<file path="config.mk">
export PLATFORM = sky130hd
export DESIGN_NAME = frame_time_resolution_governor_top_flat
export DESIGN_NICKNAME = d
export VERILOG_FILES = /design/src/rtl/ftrg_pkg.sv /design/src/rtl/ftrg_if.sv /design/src/rtl/frame_time_resolution_governor_top.sv /design/src/flat_wrapper.sv
export SDC_FILE = /design/constraint.sdc
export NUM_CORES = 2
export LEC_CHECK = 0
export BUFFER_PORTS_ARGS = -buffer_cell sky130_fd_sc_hd__buf_2
export CAP_MARGIN = 40
export CORE_MARGIN = 2
export CORE_UTILIZATION = 64
export DETAILED_ROUTE_END_ITERATION = 8
export PLACE_DENSITY_LB_ADDON = 0.08
export REMOVE_ABC_BUFFERS = 1
export SETUP_SLACK_MARGIN = 0.2
export SYNTH_ARGS = -nofsm -noshare
export SYNTH_HDL_FRONTEND = slang
export SYNTH_SLANG_ARGS = --single-unit
</file>
<file path="constraint.sdc">
create_clock -name i_clk -period 10.3 [get_ports i_clk]
set_input_delay 1.545 -clock i_clk [delete_from_list [all_inputs] [get_ports i_clk]]
set_output_delay 1.545 -clock i_clk [all_outputs]
set_load 0.02 [all_outputs]
</file>
<file path="src/rtl/ftrg_pkg.sv">
// Shared types and constants for the frame time resolution governor.
package ftrg_pkg;

    // Configuration register indexes.
    localparam int CFG_IDX_W = 3;
    localparam logic [CFG_IDX_W-1:0] REG_DROP_TH     = 3'd0;
    localparam logic [CFG_IDX_W-1:0] REG_RAISE_TH    = 3'd1;
    localparam logic [CFG_IDX_W-1:0] REG_DROP_FRAMES = 3'd2;
    localparam logic [CFG_IDX_W-1:0] REG_RAISE_FRAMES= 3'd3;
    localparam logic [CFG_IDX_W-1:0] REG_GAIN        = 3'd4;
    localparam logic [CFG_IDX_W-1:0] REG_MIN_SCALE   = 3'd5;
    localparam int CFG_DATA_W = 32;

    // Register reset values.
    localparam logic [31:0] RST_DROP_TH      = 32'd15833333;
    localparam logic [31:0] RST_RAISE_TH     = 32'd12500000;
    localparam logic [7:0]  RST_DROP_FRAMES  = 8'd3;
    localparam logic [7:0]  RST_RAISE_FRAMES = 8'd10;
    localparam logic [15:0] RST_GAIN         = 16'd6554;
    localparam logic [15:0] RST_MIN_SCALE    = 16'd16384;

    // Field widths.
    localparam int FRAME_W = 32;
    localparam int SCALE_W = 16;
    localparam int CNT_W   = 8;

    // Scale of 1.0 in Q1.15 and the working scale width (scale plus a raise step).
    localparam logic [SCALE_W-1:0] SCALE_ONE = 16'd32768;
    localparam int WORK_W = 18;

    // Width of gain times scale, ratio accumulator and its saturation level.
    localparam int G_W   = 31;
    localparam int ACC_W = 34;
    localparam logic [ACC_W-1:0] RATIO_SAT = 34'h2_0000_0000;

    // Square root datapath.
    localparam int SQ_W       = 35;
    localparam int STEP_W     = 17;
    localparam int ROOT_STEPS = 17;
    localparam logic [SQ_W-1:0] ROOT_BIT_TOP = 35'h1_0000_0000;

    // Sequencer states.
    typedef enum logic [3:0] {
        ST_IDLE,
        ST_CLASS,
        ST_MUL,
        ST_DIV,
        ST_FRAC,
        ST_RINIT,
        ST_ROOT,
        ST_APPLY,
        ST_DONE
    } t_state;

    // Which adjustment the shared unit is working on.
    typedef enum logic {
        ADJ_DROP,
        ADJ_RAISE
    } t_adj;

endpackage

</file>
<file path="src/rtl/ftrg_if.sv">
// Handshake channel interfaces for frame times, results and configuration.
interface ftrg_in_if import ftrg_pkg::*; ();
    logic               valid;
    logic               ready;
    logic [FRAME_W-1:0] frame_time_ns;

    modport source (output valid, output frame_time_ns, input ready);
    modport sink   (input valid, input frame_time_ns, output ready);
endinterface

interface ftrg_out_if import ftrg_pkg::*; ();
    logic               valid;
    logic               ready;
    logic [SCALE_W-1:0] new_scale;
    logic               dropped;
    logic               raised;

    modport source (output valid, output new_scale, output dropped, output raised,
                    input ready);
    modport sink   (input valid, input new_scale, input dropped, input raised,
                    output ready);
endinterface

interface ftrg_cfg_if import ftrg_pkg::*; ();
    logic                  valid;
    logic                  ready;
    logic [CFG_IDX_W-1:0]  index;
    logic [CFG_DATA_W-1:0] data;

    modport source (output valid, output index, output data, input ready);
    modport sink   (input valid, input index, input data, output ready);
endinterface

</file>
<file path="src/rtl/frame_time_resolution_governor_top.sv">
// Top level of the frame time resolution governor.
//
//  Channel   Direction  Payload
//  i_in      in         frame_time_ns[31:0]
//  o_out     out        new_scale[15:0], dropped, raised
//  i_cfg     in         index[2:0], data[31:0]
//
// A frame with no adjustment passes through the idle, classify and done
// states to the output register. Each adjustment that fires runs the shared
// divide and square root unit: multiply, restoring divide, ratio over the gain
// bits, integer square root and apply; a drop runs before a raise. Reset is
// synchronous and restores the register defaults and a scale of 1.0. Input is
// taken only in the idle state; a finished result waits in the output register
// while the next frame starts.
module frame_time_resolution_governor_top
    import ftrg_pkg::*;
#(
    parameter int TIME_WIDTH = 32
) (
    input  logic   i_clk,
    input  logic   i_rst_n,
    ftrg_in_if.sink    i_in,
    ftrg_out_if.source o_out,
    ftrg_cfg_if.sink   i_cfg
);

    localparam int W  = TIME_WIDTH;
    localparam int SW = ((W > ACC_W) ? W : ACC_W) + 1;
    localparam int CW = ($clog2(W) > 5) ? $clog2(W) : 5;

    // Configuration registers.
    logic [31:0]        r_drop_th, r_raise_th;
    logic [CNT_W-1:0]   r_drop_frames, r_raise_frames;
    logic [15:0]        r_gain;
    logic [SCALE_W-1:0] r_min_scale;

    // Sequencer and datapath registers.
    t_state             r_state, n_state;
    t_adj               r_adj, n_adj;
    logic [W-1:0]       r_t, n_t;
    logic [SCALE_W-1:0] r_scale, n_scale;
    logic [CNT_W-1:0]   r_slow, n_slow, r_fast, n_fast;
    logic [WORK_W-1:0]  r_work, n_work;
    logic               r_fire_d, n_fire_d, r_fire_r, n_fire_r;
    logic [W-1:0]       r_num, n_num, r_den, n_den, r_rem, n_rem, r_rr, n_rr;
    logic [G_W-1:0]     r_g, n_g;
    logic [ACC_W-1:0]   r_acc, n_acc;
    logic [CW-1:0]      r_cnt, n_cnt;
    logic               r_sub, n_sub;
    logic [SQ_W-1:0]    r_v, n_v, r_res, n_res, r_b, n_b;
    logic               r_out_valid, n_out_valid;
    logic [SCALE_W-1:0] r_out_scale, n_out_scale;
    logic               r_out_dropped, n_out_dropped, r_out_raised, n_out_raised;

    // Combinational helpers.
    logic [W-1:0]       dth, rth;
    logic               slow, fast, fire_d, fire_r;
    logic [CNT_W-1:0]   slow_inc, fast_inc;
    logic [31:0]        prod;
    logic [W:0]         rem_sh, rr2, rr3;
    logic [SW-1:0]      acc2, acc3;
    logic [SQ_W-1:0]    trial;
    logic [STEP_W-1:0]  step;
    logic [WORK_W-1:0]  clamped;

    assign dth = W'(r_drop_th);
    assign rth = W'(r_raise_th);

    assign i_in.ready  = (r_state == ST_IDLE);
    assign i_cfg.ready = 1'b1;

    assign o_out.valid     = r_out_valid;
    assign o_out.new_scale = r_out_scale;
    assign o_out.dropped   = r_out_dropped;
    assign o_out.raised    = r_out_raised;

    // Configuration writes; unknown indexes are ignored.
    always_ff @(posedge i_clk) begin
        if (!i_rst_n) begin
            r_drop_th      <= RST_DROP_TH;
            r_raise_th     <= RST_RAISE_TH;
            r_drop_frames  <= RST_DROP_FRAMES;
            r_raise_frames <= RST_RAISE_FRAMES;
            r_gain         <= RST_GAIN;
            r_min_scale    <= RST_MIN_SCALE;
        end else if (i_cfg.valid) begin
            case (i_cfg.index)
                REG_DROP_TH:      r_drop_th      <= i_cfg.data;
                REG_RAISE_TH:     r_raise_th     <= i_cfg.data;
                REG_DROP_FRAMES:  r_drop_frames  <= i_cfg.data[CNT_W-1:0];
                REG_RAISE_FRAMES: r_raise_frames <= i_cfg.data[CNT_W-1:0];
                REG_GAIN:         r_gain         <= i_cfg.data[15:0];
                REG_MIN_SCALE:    r_min_scale    <= i_cfg.data[SCALE_W-1:0];
                default: ;
            endcase
        end
    end

    // State register.
    always_ff @(posedge i_clk) begin
        if (!i_rst_n) begin
            r_state <= ST_IDLE;
        end else begin
            r_state <= n_state;
        end
    end

    // Control state and datapath registers.
    always_ff @(posedge i_clk) begin
        if (!i_rst_n) begin
            r_scale     <= SCALE_ONE;
            r_slow      <= '0;
            r_fast      <= '0;
            r_out_valid <= 1'b0;
            r_adj       <= ADJ_DROP;
            r_fire_d    <= 1'b0;
            r_fire_r    <= 1'b0;
            r_cnt       <= '0;
            r_sub       <= 1'b0;
        end else begin
            r_scale     <= n_scale;
            r_slow      <= n_slow;
            r_fast      <= n_fast;
            r_out_valid <= n_out_valid;
            r_adj       <= n_adj;
            r_fire_d    <= n_fire_d;
            r_fire_r    <= n_fire_r;
            r_cnt       <= n_cnt;
            r_sub       <= n_sub;
        end
        r_t           <= n_t;
        r_work        <= n_work;
        r_num         <= n_num;
        r_den         <= n_den;
        r_rem         <= n_rem;
        r_rr          <= n_rr;
        r_g           <= n_g;
        r_acc         <= n_acc;
        r_v           <= n_v;
        r_res         <= n_res;
        r_b           <= n_b;
        r_out_scale   <= n_out_scale;
        r_out_dropped <= n_out_dropped;
        r_out_raised  <= n_out_raised;
    end

    // Next state and datapath for the shared divide and square root unit.
    always_comb begin
        n_state       = r_state;
        n_adj         = r_adj;
        n_t           = r_t;
        n_scale       = r_scale;
        n_slow        = r_slow;
        n_fast        = r_fast;
        n_work        = r_work;
        n_fire_d      = r_fire_d;
        n_fire_r      = r_fire_r;
        n_num         = r_num;
        n_den         = r_den;
        n_rem         = r_rem;
        n_rr          = r_rr;
        n_g           = r_g;
        n_acc         = r_acc;
        n_cnt         = r_cnt;
        n_sub         = r_sub;
        n_v           = r_v;
        n_res         = r_res;
        n_b           = r_b;
        n_out_valid   = r_out_valid;
        n_out_scale   = r_out_scale;
        n_out_dropped = r_out_dropped;
        n_out_raised  = r_out_raised;

        slow     = r_t > dth;
        fast     = r_t < rth;
        slow_inc = (r_slow != {CNT_W{1'b1}}) ? r_slow + CNT_W'(1) : r_slow;
        fast_inc = (r_fast != {CNT_W{1'b1}}) ? r_fast + CNT_W'(1) : r_fast;
        fire_d   = slow && (slow_inc >= r_drop_frames);
        fire_r   = fast && (fast_inc >= r_raise_frames);
        prod     = 32'(r_gain) * 32'(r_work[SCALE_W-1:0]);
        rem_sh   = {r_rem, r_num[W-1]};
        rr2      = {r_rr, 1'b0};
        rr3      = {1'b0, r_rr} + {1'b0, r_rem};
        acc2     = SW'(r_acc) + SW'(r_acc);
        acc3     = SW'(r_acc) + SW'(r_num);
        trial    = r_res + r_b;
        step     = r_res[STEP_W-1:0];
        clamped  = r_work;

        // The result register drains whenever the sink takes it.
        if (r_out_valid && o_out.ready) begin
            n_out_valid = 1'b0;
        end

        case (r_state)
            ST_IDLE: begin
                if (i_in.valid) begin
                    n_t     = W'(i_in.frame_time_ns);
                    n_state = ST_CLASS;
                end
            end

            // Update the run counters and pick the first adjustment.
            ST_CLASS: begin
                n_slow   = (slow && !fire_d) ? slow_inc : '0;
                n_fast   = (fast && !fire_r) ? fast_inc : '0;
                n_fire_d = fire_d;
                n_fire_r = fire_r;
                n_work   = WORK_W'(r_scale);
                if (fire_d) begin
                    n_adj   = ADJ_DROP;
                    n_num   = r_t - dth;
                    n_den   = dth;
                    n_state = ST_MUL;
                end else if (fire_r) begin
                    n_adj   = ADJ_RAISE;
                    n_num   = rth - r_t;
                    n_den   = rth;
                    n_state = ST_MUL;
                end else begin
                    n_state = ST_DONE;
                end
            end

            // Gain times scale; a zero divisor saturates the ratio at once unless the product is zero.
            ST_MUL: begin
                n_g   = prod[G_W-1:0];
                n_rem = '0;
                n_rr  = '0;
                n_cnt = CW'(W - 1);
                if (r_den == '0) begin
                    n_acc   = (prod == '0) ? '0 : RATIO_SAT;
                    n_state = ST_RINIT;
                end else begin
                    n_acc   = '0;
                    n_state = ST_DIV;
                end
            end

            // Restoring division of the difference by the threshold.
            ST_DIV: begin
                if (rem_sh >= {1'b0, r_den}) begin
                    n_rem = W'(rem_sh - {1'b0, r_den});
                    n_num = {r_num[W-2:0], 1'b1};
                end else begin
                    n_rem = rem_sh[W-1:0];
                    n_num = {r_num[W-2:0], 1'b0};
                end
                n_cnt = r_cnt - CW'(1);
                if (r_cnt == '0) begin
                    n_cnt   = CW'(G_W - 1);
                    n_sub   = 1'b0;
                    n_state = ST_FRAC;
                end
            end

            // Gain bits, most significant first: double, then add quotient and
            // remainder, keeping the remainder below the threshold.
            ST_FRAC: begin
                if (!r_sub) begin
                    if (rr2 >= {1'b0, r_den}) begin
                        n_rr = W'(rr2 - {1'b0, r_den});
                        acc2 = acc2 + SW'(1);
                    end else begin
                        n_rr = rr2[W-1:0];
                    end
                    n_acc = (acc2 >= SW'(RATIO_SAT)) ? RATIO_SAT : acc2[ACC_W-1:0];
                    n_sub = 1'b1;
                end else begin
                    if (r_g[G_W-1]) begin
                        if (rr3 >= {1'b0, r_den}) begin
                            n_rr = W'(rr3 - {1'b0, r_den});
                            acc3 = acc3 + SW'(1);
                        end else begin
                            n_rr = rr3[W-1:0];
                        end
                        n_acc = (acc3 >= SW'(RATIO_SAT)) ? RATIO_SAT : acc3[ACC_W-1:0];
                    end
                    n_g   = {r_g[G_W-2:0], 1'b0};
                    n_sub = 1'b0;
                    n_cnt = r_cnt - CW'(1);
                    if (r_cnt == '0) begin
                        n_state = ST_RINIT;
                    end
                end
            end

            // The drop uses half the ratio, the raise a quarter.
            ST_RINIT: begin
                n_v     = (r_adj == ADJ_DROP) ? SQ_W'(r_acc >> 1) : SQ_W'(r_acc >> 2);
                n_res   = '0;
                n_b     = ROOT_BIT_TOP;
                n_cnt   = CW'(ROOT_STEPS - 1);
                n_state = ST_ROOT;
            end

            // Integer square root, one result bit per cycle.
            ST_ROOT: begin
                if (r_v >= trial) begin
                    n_v   = r_v - trial;
                    n_res = (r_res >> 1) + r_b;
                end else begin
                    n_res = r_res >> 1;
                end
                n_b   = r_b >> 2;
                n_cnt = r_cnt - CW'(1);
                if (r_cnt == '0) begin
                    n_state = ST_APPLY;
                end
            end

            // Apply the step; a drop may be followed by a raise.
            ST_APPLY: begin
                if (r_adj == ADJ_DROP) begin
                    n_work = ({1'b0, step} >= r_work) ? '0 : r_work - WORK_W'(step);
                    if (r_fire_r) begin
                        n_adj   = ADJ_RAISE;
                        n_num   = rth - r_t;
                        n_den   = rth;
                        n_state = ST_MUL;
                    end else begin
                        n_state = ST_DONE;
                    end
                end else begin
                    n_work  = r_work + WORK_W'(step);
                    n_state = ST_DONE;
                end
            end

            // Clamp and hand the result to the output register.
            ST_DONE: begin
                if (r_work < WORK_W'(r_min_scale)) begin
                    clamped = WORK_W'(r_min_scale);
                end
                if (clamped > WORK_W'(SCALE_ONE)) begin
                    clamped = WORK_W'(SCALE_ONE);
                end
                if (!r_out_valid || o_out.ready) begin
                    n_scale       = clamped[SCALE_W-1:0];
                    n_out_scale   = clamped[SCALE_W-1:0];
                    n_out_dropped = r_fire_d;
                    n_out_raised  = r_fire_r;
                    n_out_valid   = 1'b1;
                    n_state       = ST_IDLE;
                end
            end

            default: begin
                n_state = ST_IDLE;
            end
        endcase
    end

endmodule

</file>
<file path="src/flat_wrapper.sv">
// flat-port wrapper written by rule: the top's interface ports become plain ports
module frame_time_resolution_governor_top_flat import ftrg_pkg::*;
#(
    parameter int TIME_WIDTH = 32
)
  (i_clk, i_rst_n, i_in_valid, i_in_frame_time_ns, i_in_ready, o_out_valid, o_out_new_scale, o_out_dropped, o_out_raised, o_out_ready, i_cfg_valid, i_cfg_index, i_cfg_data, i_cfg_ready);
  ftrg_in_if i_in_i ();
  ftrg_out_if o_out_i ();
  ftrg_cfg_if i_cfg_i ();
  input  logic i_clk;
  input  logic i_rst_n;
  input wire logic [$bits(i_in_i.valid)-1:0] i_in_valid;
  input wire logic [$bits(i_in_i.frame_time_ns)-1:0] i_in_frame_time_ns;
  output wire logic [$bits(i_in_i.ready)-1:0] i_in_ready;
  output wire logic [$bits(o_out_i.valid)-1:0] o_out_valid;
  output wire logic [$bits(o_out_i.new_scale)-1:0] o_out_new_scale;
  output wire logic [$bits(o_out_i.dropped)-1:0] o_out_dropped;
  output wire logic [$bits(o_out_i.raised)-1:0] o_out_raised;
  input wire logic [$bits(o_out_i.ready)-1:0] o_out_ready;
  input wire logic [$bits(i_cfg_i.valid)-1:0] i_cfg_valid;
  input wire logic [$bits(i_cfg_i.index)-1:0] i_cfg_index;
  input wire logic [$bits(i_cfg_i.data)-1:0] i_cfg_data;
  output wire logic [$bits(i_cfg_i.ready)-1:0] i_cfg_ready;
  assign i_in_i.valid = i_in_valid;
  assign i_in_i.frame_time_ns = i_in_frame_time_ns;
  assign i_in_ready = i_in_i.ready;
  assign o_out_valid = o_out_i.valid;
  assign o_out_new_scale = o_out_i.new_scale;
  assign o_out_dropped = o_out_i.dropped;
  assign o_out_raised = o_out_i.raised;
  assign o_out_i.ready = o_out_ready;
  assign i_cfg_i.valid = i_cfg_valid;
  assign i_cfg_i.index = i_cfg_index;
  assign i_cfg_i.data = i_cfg_data;
  assign i_cfg_ready = i_cfg_i.ready;
  frame_time_resolution_governor_top #(.TIME_WIDTH(TIME_WIDTH)) u_core (.i_clk(i_clk), .i_rst_n(i_rst_n), .i_in(i_in_i), .o_out(o_out_i), .i_cfg(i_cfg_i));
endmodule
</file>
==> impl_results.md <==
* Status: finished, final reports clean
* Synth Flop Type: edfxtp_1
* Placer Congestion at 1.006
* Drc violations at 0
* Layout Cells excl Fill at 6,446
* Core Rows at between 90 and 100
* Critical path startpoint category: register
* DR vias/cell at between 6 and 7
* Placed inst area at 48,940 µm²
* Overflow after GRT at 0
* FFs w/ async S/R, synth at 0%
* Core box area at between 70,000 and 80,000 µm²
* Wire per inst at between 20 and 25 µm
* Worst-Skew Late Latency at roughly 660 ps
* Mapped Area at 47,500 µm²
* Pins Over Slew Limit at 0
* FF-to-FF path depth at 23
* Syn_area_per_cell at ~8.7 µm²
* Max Freq at roughly 0.13 GHz
* Fill cell count at around 6,000
* Layout area overhead at 7.123%
* Final WL at 136,900 µm
* Top-area cell type share of the netlist area at 22.00%
* Hold depth at 0
* Number of distinct library cells after synthesis at 91
* EDFF count, synth at between 300 and 400
* Commonest cells after routing, fill and taps aside: 730 x nand2_1, 495 x inv_1, 468 x ha_1
* CTS Buffer Depth at 3
* Crit-path max FO at 21
* Final min period at 7848 ps
* Worst clock skew at 46.62 ps
* Yosys reg bits at 506
* ANT nets after route at 0
* DIE HEIGHT at approximately 280 µm
* GRT Util Overall at roughly 35%
* Worst hold slack at 438.9 ps
* Area leader, netlist: edfxtp_1
* CP arrival at just over 8000 ps
* Cts bufs inserted at between 50 and 60
* I/O pin count at between 90 and 100
* Largest net degree at the start of global routing at 89
* Slew headroom at between 30% and 40%
* Initial core utilization at 64.89%
* Dpl cells at about 6,300
* Setup TNS Final at 0 ps
* CTS resizes at 0
* Hold Path Class: reg -> reg
* HPWL after detailed placement at about 100,000 µm
* Crit path from: u_core.r_work[3]
* Nets at 6,181
* Post-route design area at about 50,000 µm²
* Sequential share of the synthesized area at roughly 29%
* CTS sink count at between 500 and 600
* Buffers inserted by post-CTS timing repair at 0
* Synth Instances at 5,438
* # H-tree levels at 2
* Top post-synthesis cells by area: edfxtp_1 22%, ha_1 12%, fa_1 8.6%, dfxtp_1 6.7%, nand2_1 5.8%
* RSZ-0062 raised after global routing: false
* CTS tree: yes
* HP Start: u_core.r_fire_d
* CP required at between 10,000 and 15,000 ps
* Hold violation count in the final report at 0
* Share of cells above drive strength 1 at 6.854%
* Number of DRC markers in iteration 0 at about 4,400
* Crit path kind: reg -> reg
* Port Buffer Count at between 90 and 100
* Max-cap viol count at 0
* Final Cycle Share at ~76%
* Number of global-route vias before repair at 38,563
* Worst slew pin tran at between 900 and 1000 ps
* Clk root buf: clkbuf_16
* Final setup violation count at 0
* Worst r2r src: u_core.r_work[3]
* First-pass GRT wire length at 216,000 µm
* Die Area at 76,410 µm²
* 1st-pass router iterations at 6
* Initial antenna violation count at 3
* Synth warnings at 0
* Worst setup EP type: register
* Vias at about 41,000
* Most common cell after layout, fill and taps aside: nand2_1
* Die X at ~280 µm
* Clock transition at path regs at approximately 60 ps
* Hold_buf cts at 0
## final cells by class
type                    count  area, µm²  area share, %
repair buffers            146      938.4          1.844
clock inverters            39      430.4         0.8459
multi-input cells        4230      31320          61.56
well taps                 959       1200          2.358
flip-flops and latches    506      13610          26.76
inverters                 496       1862          3.659
clock buffers              69       1513          2.973
diodes                      1      2.502       0.004918
## layer usage
layer / vias to the layer above / part of all wire, % / track usage (%)
met3: 211 / 9.7 / 5.974
met2: 1696 / 43 / 53.61
met1: 19598 / 45 / 52.91
met5: - / 0.017 / 0
met4: 4 / 2.5 / 8.323
li1: 19157 / - / -
## kinds of logic (layout without fill, tap and decap cells)
kind of cell / after synthesis / in the layout / synth area share [%]
buffers and inverters: 702 / 750 / 5.640
other: 1 / 2 / 0.007895
adders and majority gates: 672 / 672 / 20.93
AOI/OAI and AO/OA: 1407 / 1407 / 19.21
xor gates and xnor gates: 359 / 359 / 6.619
muxes: 110 / 110 / 2.426
and+or+nand+nor: 1681 / 1681 / 16.51
DFF: 506 / 506 / 28.66
## flip-flops by register name, summed over array words and instances (netlist names), 31 cells and up
name,count
u_core.r_num,32
u_core.r_acc,34
u_core.r_t,32
u_core.r_den,32
u_core.r_raise_th,32
u_core.r_rem,32
u_core.dth,32
u_core.r_g,31
u_core.r_v,35
u_core.r_res,35
u_core.r_rr,32
## synthesized netlist by cell type (60+ instances only)
cell,count
a21boi_0,96
xor2_1,148
inv_1,495
o21bai_1,62
xnor2_1,211
edfxtp_1,348
dfxtp_1,158
o21ai_0,301
a21oi_1,351
nor3_1,78
a21o_1,148
and2_1,155
mux2i_1,69
nand3_1,103
nor2b_1,74
nor2_1,293
clkbuf_1,193
ha_1,468
nand2_1,730
a31oi_1,60
fa_1,204
## worst max-delay path, cell delays in order (launching register included)
cell and delay (ps):
edfxtp_1 1010, nand2_1 190, fa_1 590, fa_1 430
fa_1 520, inv_1 50, fa_1 460, fa_1 540
inv_1 50, fa_1 520, inv_1 40, ha_1 410
and4_1 240, a31oi_1 200, nor2b_1 270, inv_1 70
a31oi_1 200, xor2_1 240, or4b_2 630, nor3_1 190
nand4_1 130, nor4b_1 290, nand3_1 110, o2bb2ai_1 140
## per-stage QoR
| step | util (%) | setup slack (ps) |
|---|---|---|
| 6_report | 69.51 | 2452 |
| 5_1_grt | 69.50 | 2018 |
| 4_1_cts | 69.50 | 2516 |
| 3_5_place_dp | 66.85 | 2559 |
| 3_3_place_gp | 66.66 | 2659 |
| 2_1_floorplan | - | 2514 |
## path summary, 6_finish.rpt
kind                               end  slack (ps)
setup / recovery      u_core.r_acc[33]        2450
hold / removal    u_core.o_out.dropped         440
setup reg to reg      u_core.r_acc[33]        2450
hold reg to reg   u_core.o_out.dropped         440
Power is not shown: default switching activity piles up to over one toggle a cycle in this logic, so the estimate is an artifact.
